<file path="config.mk">
export PLATFORM = sky130hd
export DESIGN_NAME = serial_two_wire_transaction_master_flat
export DESIGN_NICKNAME = d
export VERILOG_FILES = /design/src/hdl/tsm_pkg.sv /design/src/hdl/tsm_req_if.sv /design/src/hdl/tsm_res_if.sv /design/src/hdl/tsm_cfg_if.sv /design/src/hdl/tsm_cfg.sv /design/src/hdl/tsm_seq.sv /design/src/hdl/tsm_out_reg.sv /design/src/hdl/serial_two_wire_transaction_master.sv /design/src/flat_wrapper.sv
export VERILOG_INCLUDE_DIRS = /design/src /design/src/hdl
export SDC_FILE = /design/constraint.sdc
export NUM_CORES = 1
export LEC_CHECK = 0
export BUFFER_PORTS_ARGS = -buffer_cell sky130_fd_sc_hd__buf_4
export CORE_MARGIN = 2
export CORE_UTILIZATION = 24
export CTS_CLUSTER_SIZE = 12
export DETAILED_ROUTE_END_ITERATION = 16
export GPL_TIMING_DRIVEN = 0
export HOLD_SLACK_MARGIN = 0.12
export SETUP_SLACK_MARGIN = 0.4
export SYNTH_ARGS = -nofsm -noshare
export SYNTH_HDL_FRONTEND = slang
export SYNTH_SLANG_ARGS = --single-unit
</file>
<file path="constraint.sdc">
create_clock -name clk -period 5.1 [get_ports clk]
set_input_delay 1.02 -clock clk [delete_from_list [all_inputs] [get_ports clk]]
set_output_delay 1.02 -clock clk [all_outputs]
set_load 0.1 [all_outputs]
</file>
<file path="src/hdl/serial_two_wire_transaction_master_defines.svh">
// Assertion macros shared by the two-wire master RTL.
// No dependencies; taken in by `include where assertions are written.
`ifndef SERIAL_TWO_WIRE_TRANSACTION_MASTER_DEFINES_SVH
`define SERIAL_TWO_WIRE_TRANSACTION_MASTER_DEFINES_SVH

// Same-cycle implication, disabled during reset.
`define TSM_ASSERT_NOW(label, clk, rst, ante, cons) \
  label: assert property (@(posedge clk) disable iff (rst) (ante) |-> (cons)) \
    else $error("two-wire master: same-cycle check failed");

// Next-cycle implication, disabled during reset.
`define TSM_ASSERT_NEXT(label, clk, rst, ante, cons) \
  label: assert property (@(posedge clk) disable iff (rst) (ante) |=> (cons)) \
    else $error("two-wire master: next-cycle check failed");

`endif

</file>
<file path="src/hdl/tsm_pkg.sv">
// Shared types and constants of the two-wire transaction master.
// No dependencies; used by tsm_cfg_if and all modules by scoped names.
package tsm_pkg;

  localparam int TICK_COUNT_WIDTH = 16;
  localparam int CFG_INDEX_WIDTH  = 3;
  localparam int CFG_DATA_WIDTH   = 16;

  // Configuration register indexes
  typedef enum logic [CFG_INDEX_WIDTH-1:0] {
    CFG_UNIT_TICKS        = 3'd0,
    CFG_SETUP_UNITS       = 3'd1,
    CFG_HOLD_UNITS        = 3'd2,
    CFG_READ_UNITS        = 3'd3,
    CFG_TURNAROUND_UNITS  = 3'd4,
    CFG_EXPECTED_RESPONSE = 3'd5,
    CFG_ACK_LEVEL         = 3'd6
  } cfg_idx_t;

  // Request command codes
  localparam logic [1:0] CMD_TICK       = 2'd0;
  localparam logic [1:0] CMD_WRITE      = 2'd1;
  localparam logic [1:0] CMD_WRITE_READ = 2'd2;

  // Reset values of the configuration registers
  localparam logic [15:0] UNIT_TICKS_RST        = 16'd1000;
  localparam logic [7:0]  SETUP_UNITS_RST       = 8'd3;
  localparam logic [7:0]  HOLD_UNITS_RST        = 8'd5;
  localparam logic [7:0]  READ_UNITS_RST        = 8'd5;
  localparam logic [7:0]  TURNAROUND_UNITS_RST  = 8'd10;
  localparam logic [7:0]  EXPECTED_RESPONSE_RST = 8'h75;
  localparam logic        ACK_LEVEL_RST         = 1'b0;

  typedef struct packed {
    logic [15:0] unit_ticks;
    logic [7:0]  setup_units;
    logic [7:0]  hold_units;
    logic [7:0]  read_units;
    logic [7:0]  turnaround_units;
    logic [7:0]  expected_response;
    logic        ack_level;
  } cfg_t;

  typedef struct packed {
    logic [1:0] cmd;
    logic [7:0] first_byte;
    logic [7:0] second_byte;
    logic       sda_in;
  } req_t;

  typedef struct packed {
    logic       scl_level;
    logic       sda_level;
    logic       sda_drive;
    logic       busy_res;
    logic       done_res;
    logic [7:0] read_byte;
    logic       response_ok;
    logic       request_refused;
  } res_t;

endpackage

</file>
<file path="src/hdl/tsm_req_if.sv">
// Request channel: one tick word per transfer.
// Depends on nothing but its own signals.
interface tsm_req_if;
  logic       valid;
  logic       ready;
  logic [1:0] cmd;
  logic [7:0] first_byte;
  logic [7:0] second_byte;
  logic       sda_in;

  modport source (output valid, cmd, first_byte, second_byte, sda_in, input ready);
  modport sink   (input valid, cmd, first_byte, second_byte, sda_in, output ready);
endinterface

</file>
<file path="src/hdl/tsm_res_if.sv">
// Result channel: pin levels and status, one word per tick.
// Depends on nothing but its own signals.
interface tsm_res_if;
  logic       valid;
  logic       ready;
  logic       scl_level;
  logic       sda_level;
  logic       sda_drive;
  logic       busy_res;
  logic       done_res;
  logic [7:0] read_byte;
  logic       response_ok;
  logic       request_refused;

  modport source (output valid, scl_level, sda_level, sda_drive, busy_res, done_res,
                  read_byte, response_ok, request_refused, input ready);
  modport sink   (input valid, scl_level, sda_level, sda_drive, busy_res, done_res,
                  read_byte, response_ok, request_refused, output ready);
endinterface

</file>
<file path="src/hdl/tsm_cfg_if.sv">
// Configuration write channel: register index and write data.
// Widths from tsm_pkg.
interface tsm_cfg_if;
  logic                                valid;
  logic                                ready;
  logic [tsm_pkg::CFG_INDEX_WIDTH-1:0] index;
  logic [tsm_pkg::CFG_DATA_WIDTH-1:0]  data;

  modport source (output valid, index, data, input ready);
  modport sink   (input valid, index, data, output ready);
endinterface

</file>
<file path="src/hdl/tsm_cfg.sv">
// Configuration register file of the two-wire master.
// Depends on tsm_pkg and tsm_cfg_if.
module tsm_cfg (
  input  logic           clk,
  input  logic           rst,
  tsm_cfg_if.sink        cfg,
  output tsm_pkg::cfg_t  regs
);

  assign cfg.ready = 1'b1;

  // Register writes; indexes past the list are dropped
  always_ff @(posedge clk) begin
    if (rst) begin
      regs.unit_ticks        <= tsm_pkg::UNIT_TICKS_RST;
      regs.setup_units       <= tsm_pkg::SETUP_UNITS_RST;
      regs.hold_units        <= tsm_pkg::HOLD_UNITS_RST;
      regs.read_units        <= tsm_pkg::READ_UNITS_RST;
      regs.turnaround_units  <= tsm_pkg::TURNAROUND_UNITS_RST;
      regs.expected_response <= tsm_pkg::EXPECTED_RESPONSE_RST;
      regs.ack_level         <= tsm_pkg::ACK_LEVEL_RST;
    end else if (cfg.valid && cfg.ready) begin
      case (cfg.index)
        tsm_pkg::CFG_UNIT_TICKS:        regs.unit_ticks        <= cfg.data;
        tsm_pkg::CFG_SETUP_UNITS:       regs.setup_units       <= cfg.data[7:0];
        tsm_pkg::CFG_HOLD_UNITS:        regs.hold_units        <= cfg.data[7:0];
        tsm_pkg::CFG_READ_UNITS:        regs.read_units        <= cfg.data[7:0];
        tsm_pkg::CFG_TURNAROUND_UNITS:  regs.turnaround_units  <= cfg.data[7:0];
        tsm_pkg::CFG_EXPECTED_RESPONSE: regs.expected_response <= cfg.data[7:0];
        tsm_pkg::CFG_ACK_LEVEL:         regs.ack_level         <= cfg.data[0];
        default: ;
      endcase
    end
  end

endmodule

</file>
<file path="src/hdl/tsm_seq.sv">
// Pin sequencer: phase, delay counters, shift registers and pin registers,
// advanced by one tick per accepted word. Depends on tsm_pkg.
module tsm_seq #(
  parameter int TICK_COUNT_WIDTH = tsm_pkg::TICK_COUNT_WIDTH
) (
  input  logic          clk,
  input  logic          rst,
  input  logic          step,
  input  tsm_pkg::req_t req_word,
  input  tsm_pkg::cfg_t regs,
  output tsm_pkg::res_t res_next
);

  localparam int TW = TICK_COUNT_WIDTH;
  localparam int CW = (TW > 16) ? TW : 16;

  typedef enum logic [16:0] {
    PH_IDLE    = 17'd1 << 0,
    PH_S_DHI   = 17'd1 << 1,
    PH_S_CHI   = 17'd1 << 2,
    PH_S_DLO   = 17'd1 << 3,
    PH_S_CLO   = 17'd1 << 4,
    PH_T_BIT   = 17'd1 << 5,
    PH_T_CHI   = 17'd1 << 6,
    PH_T_CLO   = 17'd1 << 7,
    PH_T_TURN  = 17'd1 << 8,
    PH_R_HI    = 17'd1 << 9,
    PH_R_LO    = 17'd1 << 10,
    PH_A_LVL   = 17'd1 << 11,
    PH_A_PULSE = 17'd1 << 12,
    PH_P_CLO   = 17'd1 << 13,
    PH_P_DLO   = 17'd1 << 14,
    PH_P_CHI   = 17'd1 << 15,
    PH_P_DHI   = 17'd1 << 16
  } phase_t;

  // State registers
  phase_t        phase,          phase_next;
  logic [3:0]    bit_index,      bit_index_next;
  logic [TW-1:0] tick_count,     tick_count_next;
  logic [7:0]    unit_count,     unit_count_next;
  logic [7:0]    shift_out,      shift_out_next;
  logic [7:0]    pending_second, pending_second_next;
  logic [7:0]    shift_in,       shift_in_next;
  logic          read_wanted,    read_wanted_next;
  logic          scl,            scl_next;
  logic          sda_lvl,        sda_lvl_next;
  logic          sda_drv,        sda_drv_next;
  logic [7:0]    last_read,      last_read_next;
  logic          resp_ok,        resp_ok_next;

  // Step working signals
  logic          request;
  logic [7:0]    span;
  logic [15:0]   unit_len;
  logic [TW-1:0] tick_inc;
  logic          unit_end;
  logic [7:0]    unit_inc;
  logic          span_over;
  logic          do_enter;
  phase_t        target;
  logic          refused;
  logic          done;

  assign request = (req_word.cmd == tsm_pkg::CMD_WRITE) ||
                   (req_word.cmd == tsm_pkg::CMD_WRITE_READ);

  // Span length of the current step, in delay units
  always_comb begin
    case (phase)
      PH_S_DHI, PH_S_DLO, PH_T_BIT, PH_T_CLO, PH_P_CLO, PH_P_CHI:
        span = regs.setup_units;
      PH_S_CHI, PH_S_CLO, PH_T_CHI, PH_P_DLO, PH_P_DHI:
        span = regs.hold_units;
      PH_T_TURN:
        span = regs.turnaround_units;
      PH_R_HI, PH_R_LO, PH_A_LVL:
        span = regs.read_units;
      default:
        span = 8'd0;
    endcase
  end

  // Delay counting: a unit ends at unit_ticks or when the counter saturates
  assign unit_len = (regs.unit_ticks == 16'd0) ? 16'd1 : regs.unit_ticks;
  assign tick_inc = tick_count + {{(TW-1){1'b0}}, 1'b1};
  assign unit_end = (CW'(tick_inc) >= CW'(unit_len)) || (&tick_inc);
  assign unit_inc = unit_count + 8'd1;

  always_comb begin
    phase_next          = phase;
    bit_index_next      = bit_index;
    tick_count_next     = tick_count;
    unit_count_next     = unit_count;
    shift_out_next      = shift_out;
    pending_second_next = pending_second;
    shift_in_next       = shift_in;
    read_wanted_next    = read_wanted;
    scl_next            = scl;
    sda_lvl_next        = sda_lvl;
    sda_drv_next        = sda_drv;
    last_read_next      = last_read;
    resp_ok_next        = resp_ok;
    refused             = 1'b0;
    done                = 1'b0;
    do_enter            = 1'b0;
    target              = PH_IDLE;
    span_over           = 1'b0;

    if (phase == PH_IDLE) begin
      // Start of a transaction
      if (request) begin
        shift_out_next      = req_word.first_byte;
        pending_second_next = req_word.second_byte;
        read_wanted_next    = (req_word.cmd == tsm_pkg::CMD_WRITE_READ);
        bit_index_next      = 4'd0;
        do_enter            = 1'b1;
        target              = PH_S_DHI;
      end
    end else begin
      refused = request;
      // Step timing
      if (span == 8'd0) begin
        span_over = 1'b1;
      end else if (unit_end) begin
        unit_count_next = unit_inc;
        if (unit_inc >= span) begin
          span_over = 1'b1;
        end else begin
          tick_count_next = '0;
        end
      end else begin
        tick_count_next = tick_inc;
      end

      // Phase transitions
      if (span_over) begin
        do_enter = 1'b1;
        case (phase)
          PH_S_DHI: target = PH_S_CHI;
          PH_S_CHI: target = PH_S_DLO;
          PH_S_DLO: target = PH_S_CLO;
          PH_S_CLO: begin
            bit_index_next = 4'd7;
            target         = PH_T_BIT;
          end
          PH_T_BIT: target = PH_T_CHI;
          PH_T_CHI: target = (bit_index[2:0] != 3'd0) ? PH_T_CLO : PH_T_TURN;
          PH_T_CLO: begin
            bit_index_next = {bit_index[3], bit_index[2:0] - 3'd1};
            target         = PH_T_BIT;
          end
          PH_T_TURN: begin
            if (!bit_index[3]) begin
              shift_out_next = pending_second;
              bit_index_next = 4'd15;
              target         = PH_T_BIT;
            end else if (read_wanted) begin
              bit_index_next = 4'd0;
              shift_in_next  = 8'd0;
              target         = PH_R_HI;
            end else begin
              target = PH_P_CLO;
            end
          end
          PH_R_HI: begin
            shift_in_next = {shift_in[6:0], req_word.sda_in};
            target        = PH_R_LO;
          end
          PH_R_LO: begin
            bit_index_next = bit_index + 4'd1;
            target         = bit_index_next[3] ? PH_A_LVL : PH_R_HI;
          end
          PH_A_LVL: begin
            last_read_next = shift_in;
            resp_ok_next   = (shift_in == regs.expected_response);
            target         = PH_A_PULSE;
          end
          PH_A_PULSE: target = PH_P_CLO;
          PH_P_CLO:   target = PH_P_DLO;
          PH_P_DLO:   target = PH_P_CHI;
          PH_P_CHI:   target = PH_P_DHI;
          PH_P_DHI: begin
            do_enter   = 1'b0;
            phase_next = PH_IDLE;
            done       = 1'b1;
          end
          default: begin
            do_enter   = 1'b0;
            phase_next = PH_IDLE;
          end
        endcase
      end
    end

    // Entry actions of the new step
    if (do_enter) begin
      phase_next      = target;
      tick_count_next = '0;
      unit_count_next = 8'd0;
      case (target)
        PH_S_DHI: begin
          sda_drv_next = 1'b1;
          sda_lvl_next = 1'b1;
        end
        PH_S_CHI: scl_next = 1'b1;
        PH_S_DLO: sda_lvl_next = 1'b0;
        PH_S_CLO: scl_next = 1'b0;
        PH_T_BIT: begin
          sda_drv_next = 1'b1;
          sda_lvl_next = shift_out_next[bit_index_next[2:0]];
        end
        PH_T_CHI: scl_next = 1'b1;
        PH_T_CLO: scl_next = 1'b0;
        PH_T_TURN: begin
          scl_next = 1'b0;
          if (bit_index_next[3]) sda_drv_next = 1'b0;
        end
        PH_R_HI: begin
          scl_next     = 1'b1;
          sda_drv_next = 1'b0;
        end
        PH_R_LO: scl_next = 1'b0;
        PH_A_LVL: begin
          sda_drv_next = 1'b1;
          sda_lvl_next = regs.ack_level;
        end
        PH_A_PULSE: scl_next = 1'b1;
        PH_P_CLO: begin
          scl_next     = 1'b0;
          sda_drv_next = 1'b1;
        end
        PH_P_DLO: sda_lvl_next = 1'b0;
        PH_P_CHI: scl_next = 1'b1;
        PH_P_DHI: sda_lvl_next = 1'b1;
        default:  phase_next = PH_IDLE;
      endcase
    end
  end

  // Result word shows the state after this tick
  always_comb begin
    res_next.scl_level       = scl_next;
    res_next.sda_level       = sda_lvl_next;
    res_next.sda_drive       = sda_drv_next;
    res_next.busy_res        = (phase_next != PH_IDLE);
    res_next.done_res        = done;
    res_next.read_byte       = last_read_next;
    res_next.response_ok     = resp_ok_next;
    res_next.request_refused = refused;
  end

  always_ff @(posedge clk) begin
    if (rst) begin
      phase          <= PH_IDLE;
      bit_index      <= 4'd0;
      tick_count     <= '0;
      unit_count     <= 8'd0;
      shift_out      <= 8'd0;
      pending_second <= 8'd0;
      shift_in       <= 8'd0;
      read_wanted    <= 1'b0;
      scl            <= 1'b1;
      sda_lvl        <= 1'b1;
      sda_drv        <= 1'b0;
      last_read      <= 8'd0;
      resp_ok        <= 1'b0;
    end else if (step) begin
      phase          <= phase_next;
      bit_index      <= bit_index_next;
      tick_count     <= tick_count_next;
      unit_count     <= unit_count_next;
      shift_out      <= shift_out_next;
      pending_second <= pending_second_next;
      shift_in       <= shift_in_next;
      read_wanted    <= read_wanted_next;
      scl            <= scl_next;
      sda_lvl        <= sda_lvl_next;
      sda_drv        <= sda_drv_next;
      last_read      <= last_read_next;
      resp_ok        <= resp_ok_next;
    end
  end

endmodule

</file>
<file path="src/hdl/tsm_out_reg.sv">
// Result register: holds one result word until the sink takes it.
// Depends on tsm_pkg and tsm_res_if.
module tsm_out_reg (
  input  logic          clk,
  input  logic          rst,
  input  logic          load,
  input  tsm_pkg::res_t res_next,
  output logic          room,
  tsm_res_if.source     res
);

  tsm_pkg::res_t word;
  logic          full;

  // Space for a new word when empty or when the held word leaves now
  assign room = !full || res.ready;

  always_ff @(posedge clk) begin
    if (rst) begin
      full <= 1'b0;
    end else if (load) begin
      full <= 1'b1;
    end else if (res.ready) begin
      full <= 1'b0;
    end
  end

  always_ff @(posedge clk) begin
    if (load) word <= res_next;
  end

  assign res.valid           = full;
  assign res.scl_level       = word.scl_level;
  assign res.sda_level       = word.sda_level;
  assign res.sda_drive       = word.sda_drive;
  assign res.busy_res        = word.busy_res;
  assign res.done_res        = word.done_res;
  assign res.read_byte       = word.read_byte;
  assign res.response_ok     = word.response_ok;
  assign res.request_refused = word.request_refused;

endmodule

</file>
<file path="src/hdl/serial_two_wire_transaction_master.sv">
// Top level of the two-wire transaction master.
// Depends on tsm_pkg, the channel interfaces, tsm_cfg, tsm_seq, tsm_out_reg.
//
// Usage:
//   req  - one word per clock tick of the pin sequencer: cmd (tick only, write
//          pair, write pair then read), the two bytes to send and the sampled
//          data line level. A start command is taken only while idle.
//   res  - one word per request word: clock and data pin levels, data drive
//          enable, busy, done pulse, last read byte, response match flag and a
//          flag for a start request refused while busy.
//   cfg  - register writes (index, data); always ready. Write only while idle.
// Latency: a result word is valid the cycle after its request word is taken.
// Throughput: one word per cycle while the result register has room; the
//   sequencer next-state logic is combinational from state to result register.
// Stall: while the result register is full and not taken, req.ready is low and
//   the sequencer holds; a word taken on the same edge lets a new one in.
// Reset: clock line high, data line released at level 1, phase idle, read byte
//   and match flag zero, configuration registers at their default values.
`include "serial_two_wire_transaction_master_defines.svh"

module serial_two_wire_transaction_master #(
  parameter int TICK_COUNT_WIDTH = tsm_pkg::TICK_COUNT_WIDTH
) (
  input  logic       clk,
  input  logic       rst,
  tsm_req_if.sink    req,
  tsm_res_if.source  res,
  tsm_cfg_if.sink    cfg
);

  tsm_pkg::cfg_t regs;
  tsm_pkg::req_t req_word;
  tsm_pkg::res_t res_next;
  logic          room;
  logic          step;

  assign req.ready = room;
  assign step      = req.valid && req.ready;

  assign req_word.cmd         = req.cmd;
  assign req_word.first_byte  = req.first_byte;
  assign req_word.second_byte = req.second_byte;
  assign req_word.sda_in      = req.sda_in;

  tsm_cfg u_cfg (
    .clk  (clk),
    .rst  (rst),
    .cfg  (cfg),
    .regs (regs)
  );

  tsm_seq #(
    .TICK_COUNT_WIDTH (TICK_COUNT_WIDTH)
  ) u_seq (
    .clk      (clk),
    .rst      (rst),
    .step     (step),
    .req_word (req_word),
    .regs     (regs),
    .res_next (res_next)
  );

  tsm_out_reg u_out (
    .clk      (clk),
    .rst      (rst),
    .load     (step),
    .res_next (res_next),
    .room     (room),
    .res      (res)
  );

  // Checks
  `TSM_ASSERT_NOW(a_no_overwrite, clk, rst, step && res.valid, res.ready)
  `TSM_ASSERT_NOW(a_done_not_busy, clk, rst, res.valid && res.done_res, !res.busy_res)
  `TSM_ASSERT_NEXT(a_word_follows, clk, rst, step, res.valid)
  `TSM_ASSERT_NEXT(a_held_when_stalled, clk, rst, res.valid && !res.ready && !step,
                   res.valid)

endmodule
</file>
<file path="src/flat_wrapper.sv">
// flat-port wrapper written by rule: the top's interface ports become plain ports
module serial_two_wire_transaction_master_flat 
#(
  parameter int TICK_COUNT_WIDTH = tsm_pkg::TICK_COUNT_WIDTH
)
  (clk, rst, req_valid, req_cmd, req_first_byte, req_second_byte, req_sda_in, req_ready, res_valid, res_scl_level, res_sda_level, res_sda_drive, res_busy_res, res_done_res, res_read_byte, res_response_ok, res_request_refused, res_ready, cfg_valid, cfg_index, cfg_data, cfg_ready);
  tsm_req_if req_i ();
  tsm_res_if res_i ();
  tsm_cfg_if cfg_i ();
  input  logic clk;
  input  logic rst;
  input wire logic [$bits(req_i.valid)-1:0] req_valid;
  input wire logic [$bits(req_i.cmd)-1:0] req_cmd;
  input wire logic [$bits(req_i.first_byte)-1:0] req_first_byte;
  input wire logic [$bits(req_i.second_byte)-1:0] req_second_byte;
  input wire logic [$bits(req_i.sda_in)-1:0] req_sda_in;
  output wire logic [$bits(req_i.ready)-1:0] req_ready;
  output wire logic [$bits(res_i.valid)-1:0] res_valid;
  output wire logic [$bits(res_i.scl_level)-1:0] res_scl_level;
  output wire logic [$bits(res_i.sda_level)-1:0] res_sda_level;
  output wire logic [$bits(res_i.sda_drive)-1:0] res_sda_drive;
  output wire logic [$bits(res_i.busy_res)-1:0] res_busy_res;
  output wire logic [$bits(res_i.done_res)-1:0] res_done_res;
  output wire logic [$bits(res_i.read_byte)-1:0] res_read_byte;
  output wire logic [$bits(res_i.response_ok)-1:0] res_response_ok;
  output wire logic [$bits(res_i.request_refused)-1:0] res_request_refused;
  input wire logic [$bits(res_i.ready)-1:0] res_ready;
  input wire logic [$bits(cfg_i.valid)-1:0] cfg_valid;
  input wire logic [$bits(cfg_i.index)-1:0] cfg_index;
  input wire logic [$bits(cfg_i.data)-1:0] cfg_data;
  output wire logic [$bits(cfg_i.ready)-1:0] cfg_ready;
  assign req_i.valid = req_valid;
  assign req_i.cmd = req_cmd;
  assign req_i.first_byte = req_first_byte;
  assign req_i.second_byte = req_second_byte;
  assign req_i.sda_in = req_sda_in;
  assign req_ready = req_i.ready;
  assign res_valid = res_i.valid;
  assign res_scl_level = res_i.scl_level;
  assign res_sda_level = res_i.sda_level;
  assign res_sda_drive = res_i.sda_drive;
  assign res_busy_res = res_i.busy_res;
  assign res_done_res = res_i.done_res;
  assign res_read_byte = res_i.read_byte;
  assign res_response_ok = res_i.response_ok;
  assign res_request_refused = res_i.request_refused;
  assign res_i.ready = res_ready;
  assign cfg_i.valid = cfg_valid;
  assign cfg_i.index = cfg_index;
  assign cfg_i.data = cfg_data;
  assign cfg_ready = cfg_i.ready;
  serial_two_wire_transaction_master #(.TICK_COUNT_WIDTH(TICK_COUNT_WIDTH)) u_core (.clk(clk), .rst(rst), .req(req_i), .res(res_i), .cfg(cfg_i));
endmodule
</file>
-- Word-level counts from Yosys, hierarchy flattened
Cells that the tools add are included.
- multiplexer cells: 64
- equality and inequality tests: 48
- order comparisons: 3
- reduce and logical (&&, ||, !) cells: 36
- add/subtract/negate cells: 4
- bitwise logic cells: 2
- operator list (operator ; count):
    case mux 17 bit (14 select lines) ; 1
    two-way mux 17 bit ; 7
    two-way mux 8 bit ; 14
    two-way mux 16 bit ; 6
    == test 17 x 10 -> 1 bit (second input constant) ; 2
    == test 17 x 11 -> 1 bit (second input constant) ; 2
    == test 17 x 12 -> 1 bit (second input constant) ; 2
    == test 17 x 13 -> 1 bit (second input constant) ; 2
    == test 17 x 14 -> 1 bit (second input constant) ; 2
    == test 17 x 15 -> 1 bit (second input constant) ; 2
    == test 17 x 16 -> 1 bit (second input constant) ; 2
    == test 17 bit (second input constant) ; 2
    == test 17 x 2 -> 1 bit (second input constant) ; 2
    == test 17 x 3 -> 1 bit (second input constant) ; 2
    == test 17 x 4 -> 1 bit (second input constant) ; 2
    == test 17 x 5 -> 1 bit (second input constant) ; 2
    == test 17 x 6 -> 1 bit (second input constant) ; 2
    == test 17 x 7 -> 1 bit (second input constant) ; 2
    == test 17 x 8 -> 1 bit (second input constant) ; 2
    == test 17 x 9 -> 1 bit (second input constant) ; 2
    case mux 8 bit (4 select lines) ; 1
    two-way mux 14 bit ; 2
    two-way mux 4 bit ; 5
    two-way mux 1 bit ; 19
    other kinds (47) ; 70
- output and inout port bits: 18
- word-level logic and storage cells: 186
- bits of input ports: 43
- register bits after elaboration: 155

-- Logic depth before layout (Yosys ltp)
Gate-level depths: netlist of the first run.
- depth after elaboration: 15
- depth in mapped cells: 24
- gate-level depth less buffers: 19

-- By module
From an unflattened synthesis of the first run, not the netlist that was laid out.
- cell total of the unflattened synthesis: 1064
- area total of the unflattened synthesis: 8974.9 µm²
- by module, submodules not included (module ; instances ; sequential area each (µm²) ; cells each ; area an instance (µm²)):
    tsm_seq ; 1 ; 1641.6 ; 823 ; 6157.2
    tsm_cfg ; 1 ; 1141.1 ; 221 ; 2314.7
    tsm_out_reg ; 1 ; 470.5 ; 19 ; 496.7
    serial_two_wire_transaction_master ; 1 ; 0.0 ; 1 ; 6.3

-- Worst setup path after synthesis of the first run
OpenSTA, ideal clock, no wires.
- path kind: flip-flop to flip-flop
- start point: register u_core.u_seq.phase[13]
- end point: register u_core.u_out.word (netlist bit u_core.u_out.res.sda_drive), data pin
- data required time: 4.835 ns
- period minus slack after synthesis: 4.739 ns
- stages on the path, launching flop included: 21
- setup time: 0.265 ns
- path buffers: 4
- data arrival time: 4.473 ns
- setup slack: 0.361 ns
- cell sequence: dfxtp_1 buf_6 or4_1 buf_2 or3_1 buf_6 nor3_4 or4_4 buf_6 a221oi_1 ha_1 a21oi_1 nor2b_1 o2111ai_1 a31oi_1 o22ai_2 o31a_2 a41o_1 or4_1 o221a_1 or3_1
- RTL lines (what ; line ; text):
    start, declared ; tsm_seq.sv:38 ; phase_t phase, phase_next;
    start signal, assigned ; tsm_seq.sv:269 ; phase <= phase_next;
    end signal, assigned ; tsm_out_reg.sv:29 ; if (load) word <= res_next;
    end, declared ; tsm_out_reg.sv:12 ; tsm_pkg::res_t word;

==> out/metrics.cfg, run 1 <==
[timing]
worst_slew_pin_slew_ns = 1.58
hold_viol_final = 0
rsz0062_at_grt = yes
setup_viol_count_final = 0
slew_headroom_pct = -6.98
final_max_slew_viol_count = 7
clock_skew_ns = 0.0131
worst_slack_ns = 0.160
fin_crit_sh_pct = 96.9
clock.fmax_mhz = 202
post-route-min-period_ns = 4.94

[placed_design]
pre_cts_slack_ns = -0.813
dp_hpwl_um = 23000
place_congestion = 0.931
io_buffers = 59

[power]
seq_power_share_pct = 41.7
cellLeakagePower_nw = 4.60
combinationalPowerShare_pct = 16.7
internal_power_w = 0.00220
swShare_pct = 29.8
pwr-share-clk_pct = 41.6
ir_drop_mv = 0.196
switchingPower_w = 0.000931
power_density_nw_per_um2 = 264

[global_routing]
overflow = 0
grt_pass1_wl_um = 48300
grt_max_degree = 25
grt_pass1_vias = 8658
grt_use_total_pct = 15.7
antenna_found_initial = 0

[detailed_routing]
viasPerCell = 5.19
wirelength_um = 31900
vias = 9326
drc = 0
first_pass_iters = 5
drtIter0Drc = 680
final_antenna_net_count = 0
avgRoutedWirePerCell_um = 17.7

[critical_path]
critPathCaptureType = flop
cp.required_ns = 5.28
worstSetupPathType = reg2reg
critPathMaxFanout = 6
crit_path_start_kind = flop
arrival_ns = 5.12

[floorplan]
rows = 71
design.die.area_um2 = 39300
die_h_um = 198
die_x_um = 198
io_pins = 61
start_util_pct = 24.2
core_area_um2 = 37400

[clocking]
cts_buffers = 17
ctsLongestPathBuffers = 2
h-tree-depth = 4
clock_sinks = 155
path_clk_slew_ns = 0.07
clock-root-buffer = clkbuf_16
cts_tree = built
clk_latency_ns = 0.43

[finish]
nNetsFinal = 1348
syn_to_final_growth_pct = 30.8
diodes = 0
final_cell_mix = nand2_1, dfxtp_1, a21oi_1, buf_4, nor2_1
final_util_pct = 31.7
drive_above_1_share_pct = 22.5
multi_input_area_um2 = 5950
final_common_cell = nand2_1
regArea_um2 = 3270
fillers = 3917

[logic_synthesis]
seq_area_frac_synth_pct = 35.9
async_flop_share_pct = 0
synthFlopType = dfxtp_1
synth_edf_count = 15
synth_cells = 1150
synth_nets = 1224
synth_cell_types = 84
synth.avg_cell_area_um2 = 7.87
ys_ff_latch = 155
mappedNetlistArea_um2 = 9050
yosys_warnings = 0

[outcome]
violations = max-capacitance violations, max-slew violations
outcome = complete, but fails checks

[hold_path]
hp-class = reg2reg

[job]
maxCapViolations = 1

[cell usage after synthesis (13+ instances only)]
master / count / area [um^2]
xnor2_1: 14 / 123
nor2_1: 77 / 289
or3_1: 17 / 106
clkbuf_1: 38 / 143
a21oi_1: 113 / 566
nand3_1: 52 / 260
nand4_1: 24 / 150
nand2b_1: 16 / 100
a22oi_1: 13 / 97.6
buf_2: 13 / 65.1
nor3_1: 21 / 105
ha_1: 31 / 388
xor2_1: 19 / 166
edfxtp_1: 15 / 450
and2_1: 13 / 81.3
nand2_1: 220 / 826
o21ai_0: 22 / 110
dfxtp_1: 140 / 2800
and3_1: 15 / 93.8
nor4_1: 27 / 169
inv_1: 37 / 139
[critical path, stage by stage (launching register included)]
cell       delay (ns)
dfxtp_2          0.32
buf_6            0.12
or4_4            0.51
buf_6            0.15
or3_4            0.32
buf_6            0.14
nor3_4           0.14
or4_4            0.18
buf_6            0.12
a221o_1          0.16
ha_1             0.24
nand2b_4         0.14
a21oi_2          0.11
nor2b_1          0.05
o2111ai_1        0.21
a31oi_2          0.15
o22ai_4          0.21
buf_6            0.13
buf_8            0.11
buf_6            0.11
a31oi_4          0.06
a21boi_4         0.18
mux2_4           0.36
a31oi_4          0.16
o31a_1           0.19
nand2_1          0.07
[cell families after synthesis]
group	after synthesis	share of synthesized area (%)
AO/OA/AOI/OAI	271	20.3
adder cells (fa/ha/maj)	31	4.28
XOR/XNOR	34	3.37
multiplexers	8	0.898
AND/OR/NAND/NOR	553	30.6
other	1	0.0414
flip-flops	155	35.9
buffers and inverters	97	4.55
[power by group through the flow]
stage | Combinational [W] | Sequential (W) | Clock (W)
6_report | 0.000522 | 0.00130 | 0.00130
5_1_grt | 0.000557 | 0.00131 | 0.00138
4_1_cts | 0.000462 | 0.00130 | 0.00133
3_5_place_dp | 0.000421 | 0.00133 | 0
3_3_place_gp | 0.000417 | 0.00133 | 0
2_1_floorplan | 0.000214 | 0.00139 | 0
[registers in the layout, indices dropped and copies added, names as in the netlist, 4 cells and up]
name                         cells
u_core.u_cfg.regs               57
u_core.u_out.res.read_byte       8
u_core.u_seq.bit_index           4
u_core.u_seq.last_read           8
u_core.u_seq.pending_second      8
u_core.u_seq.phase              17
u_core.u_seq.shift_in            8
u_core.u_seq.shift_out           8
u_core.u_seq.tick_count         16
u_core.u_seq.unit_count          8
[worst paths after layout]
| check | start | to | slack (ns) | depth (start not counted) |
|---|---|---|---|---|
| max reg2reg | u_core.u_seq.phase[15] | u_core.u_out.res.sda_level | 0.16 | 25 |
| min | u_core.u_seq.pending_second[4] | u_core.u_seq.pending_second[4] | 0.46 | 2 |
| min reg2reg | u_core.u_seq.pending_second[4] | u_core.u_seq.pending_second[4] | 0.46 | 2 |
| max | u_core.u_seq.phase[15] | u_core.u_out.res.sda_level | 0.16 | 25 |
[through the flow]
step                hold slack, ns  setup TNS [ns]  instance area [um^2]  std cells  power (W)
floorplan                    0.436               0                  9050       1150    0.00160
global placement             0.445          -31.26                 10100       1720    0.00174
detailed placement           0.452          -32.38                 10100       1720    0.00175
CTS                          0.462               0                 11300       1781    0.00309
global route                 0.471               0                 11800       1798    0.00324
finish                       0.464               0                 11800       1798    0.00313
[metal layers]
metal | vias up | global-route usage [%] | part of all wire [%]
met4 | 0 | 5.57 | 2.4
met1 | 4509 | 20.8 | 45
met2 | 304 | 25.0 | 45
met3 | 52 | 3.61 | 6.6
li1 | 4461 | - | -
met5 | - | 0 | 0
[cell type report]
class / instances / area share, %
buffer: 59 / 3.13
sequential: 155 / 27.7
inverter: 38 / 1.20
tap: 511 / 5.40
multi-input combinational: 899 / 50.2
clock inverter: 13 / 1.10
timing repair buffer: 104 / 7.28
clock buffer: 19 / 4.02
[repair_timing]
| action | 4_1_cts | 5_1_grt |
|---|---|---|
| setup buffers | 29 | 14 |
| gates cloned | 0 | 3 |
| endpoints found under the setup margin | 87 | 80 |
| gates resized for setup | 79 | 105 |
| hold buffers | 0 | 0 |
| pin swaps | 22 | 34 |
Power figures use the tool's default switching activity.
==> run 2: changes to the inputs <==
Settings changed: CORE_ASPECT_RATIO from default to 1.2.
==> run 2 against run 1 <==
Against the previous run: the flow now finishes without violations; utilization grew 0.33 points; total power is 0.82% higher; die area barely moved; sequential power is essentially flat; clock skew is essentially flat; register-to-register slack better by 0.098 ns; via count up 1.4%; non-clock buffer count is 10 higher; sequential cell count did not move; combinational power barely moved; worst setup slack improved by 0.098 ns; critical path depth down 3; largest cell class unchanged.
==> out/metrics.cfg, run 2 (synthesized netlist as in run 1, its figures left out) <==
[critical_path]
crit_path_top_delay_cell = or4_4
rr_startpoint = u_core.u_seq.phase[7]
worstSetupPathType = reg2reg
cp.required_ns = 5.29  ; about the same
arrival_ns = 5.03  ; -0.09 ns
crit_path_start_kind = flop
critPathMaxFanout = 6  ; unchanged
crit_start = u_core.u_seq.phase[7]
critPathCaptureType = flop
path_cells = nor4_4 -> nand4_1 -> buf_4 -> nor4b_4 -> or4_4 -> buf_6 -> a221o_1 -> ha_1 -> nand2b_4 -> a21oi_2 -> nor2b_1 -> o2111ai_2 -> a31oi_2 -> o22ai_4 -> buf_12 -> buf_8 -> a31oi_4 -> a21boi_4 -> mux2_4 -> a31oi_1 -> o31a_1 -> nand2_1
slowest_delay_ns = 0.57  ; +0.06 ns

[power]
ir_drop_mv = 0.151  ; -23%
switchingPower_w = 0.000958  ; +2.9%
swShare_pct = 30.4  ; +0.61 points
internal_power_w = 0.00220  ; about the same
pwr-share-clk_pct = 42.1  ; +0.5 points
combinationalPowerShare_pct = 16.6  ; about the same
cellLeakagePower_nw = 4.60  ; about the same
seq_power_share_pct = 41.3  ; -0.4 points
power_density_nw_per_um2 = 266  ; +0.86%
power.total_w = 0.00315  ; +0.82%

[global_routing]
use_met1_pct = 19.9  ; -0.95 points
grt_max_degree = 25  ; unchanged
met2_usage_pct = 26.8  ; +1.9 points
gr-usage-met3_pct = 2.43  ; -1.2 points
grt_use_total_pct = 16.0  ; +0.28 points
grt_pass1_vias = 9009  ; +4.1%
overflow = 0  ; unchanged
grt_pass1_wl_um = 49700  ; +2.8%
antenna_found_initial = 0  ; unchanged
top_usage_layer = met2

[floorplan]
die_x_um = 181  ; -8.5%
start_util_pct = 24.5  ; +0.26 points
design.die.area_um2 = 39300  ; about the same
io_pins = 61  ; unchanged
core_area_um2 = 37000  ; -1.1%
die_h_um = 217  ; +9.4%
rows = 77  ; +8.5%

[clocking]
clock-root-buffer = clkbuf_16
clock_sinks = 155  ; unchanged
cts_tree = built
path_clk_slew_ns = 0.07  ; about the same
h-tree-depth = 4  ; unchanged
cts_buffers = 17  ; unchanged
ctsLongestPathBuffers = 2  ; unchanged
clk_latency_ns = 0.44  ; about the same

[timing]
post-route-min-period_ns = 4.84  ; -0.0984 ns
clock_skew_ns = 0.0127  ; -0.000385 ns
slew_headroom_pct = 7.48  ; +14 points
rsz0062_at_grt = yes
final_max_slew_viol_count = 0  ; -7
setup_viol_count_final = 0  ; unchanged
fin_crit_sh_pct = 94.9  ; -1.9 points
holdWs_ns = 0.459  ; -0.00535 ns
hold_viol_final = 0  ; unchanged
worst_slew_pin_slew_ns = 1.37  ; -0.214 ns
clock.fmax_mhz = 207  ; +2.0%

[detailed_routing]
drtIter0Drc = 850  ; +25%
first_pass_iters = 5  ; unchanged
wirelength_um = 32400  ; +1.7%
drc = 0  ; unchanged
viasPerCell = 5.34  ; +2.9%
avgRoutedWirePerCell_um = 18.3  ; +3.3%
vias = 9452  ; +1.4%
final_antenna_net_count = 0  ; unchanged

[hold_path]
hp-class = reg2reg
holdCritStartpoint = u_core.u_seq.pending_second[1]

[finish]
finalInstanceArea_um2 = 11800  ; about the same
drive_above_1_share_pct = 22.7  ; +0.13 points
syn_to_final_growth_pct = 30.8  ; about the same
final_cells = 1771  ; -1.5%
final_common_cell = nand2_1
final_util_pct = 32.0  ; +0.33 points
largest_register_ffs = 57  ; unchanged
largest-register = u_core.u_cfg.regs
diodes = 0  ; unchanged
reg_top3 = u_core.u_cfg.regs: 57 flops, u_core.u_seq.phase: 17 flops, u_core.u_seq.tick_count: 16 flops
nNetsFinal = 1358  ; +0.74%
final_cell_mix = nand2_1, dfxtp_1, a21oi_1, buf_4, nor2_1

[placed_design]
placed_area_um2 = 10100  ; -0.46%
place_congestion = 0.938  ; +0.75%
place_inst = 1683  ; -2.2%
dp_hpwl_um = 23200  ; +0.73%
io_buffers = 59  ; unchanged

[outcome]
outcome = finished, final reports clean

[job]
maxCapViolations = 0  ; -1

run 2: changes by cell type in the layout (fill, tap and decap cells not counted), sizes merged:
cell / before / now
buf: 126 / 136
bufinv: 1 / 2
clkbuf: 56 / 54
clkinv: 5 / 3
clkinvlp: 2 / 1
inv: 43 / 47
run 2: area by class of cell:
cell class / count / area [um^2]
Tap cell: 474 / 593
Clock inverter: 15 / 175
Timing Repair Buffer: 114 / 953
Buffer: 59 / 370
Fill cell: 3911 / 25200
Inverter: 38 / 143
Sequential cell: 155 / 3270
Multi-Input combinational cell: 899 / 5900
Clock buffer: 17 / 425
run 2: timing repair:
action | in CTS | in global routing
endpoints found under the setup margin | 87 | 70
buffers inserted | 28 | 22
resized for setup | 80 | 95
hold buffers | 0 | 0
hold endpoints to repair | 0 | 0
cloned | 1 | 4
pin swaps | 26 | 47
run 2: worst max-delay path, delay by kind of cell, from the launching register on:
family / cells / cell delay [ns]
multiplexers: 1 / 0.32
flip-flops: 1 / 0.50
AND/OR/NAND/NOR: 7 / 1.17
adder cells (fa/ha/maj): 1 / 0.29
AO/OA/AOI/OAI: 9 / 1.70
buffers and inverters: 4 / 0.60
run 2: layer usage:
layer / vias up / share of wire [%]
li1: 4475 / -
met1: 4499 / 42
met2: 390 / 48
met3: 88 / 5.2
met4: 0 / 4.2
met5: - / 0
run 2: path summary, 6_finish.rpt:
kind / cells after the start / slack [ns] / to
worst max-delay path: 22 / 0.26 / u_core.u_out.res.sda_level
worst min-delay path: 2 / 0.46 / u_core.u_seq.pending_second[1]
worst max register to register: 22 / 0.26 / u_core.u_out.res.sda_level
worst min register to register: 2 / 0.46 / u_core.u_seq.pending_second[1]
run 2: per-stage QoR:
step	worst slack [ns]	setup TNS [ns]
after detailed placement	-0.955	-40.62
after global routing	0.0870	0
after global placement	-0.975	-41.99
after floorplan	0.404	0
after CTS	0.201	0
final	0.259	0
run 2: power groups by stage:
| stage | logic [W] | registers (W) | clock network [W] |
|---|---|---|---|
| CTS | 0.000464 | 0.00130 | 0.00135 |
| floorplan | 0.000214 | 0.00139 | 0 |
| global route | 0.000558 | 0.00131 | 0.00140 |
| detailed placement | 0.000424 | 0.00133 | 0 |
| finish | 0.000522 | 0.00130 | 0.00133 |
| global placement | 0.000420 | 0.00133 | 0 |
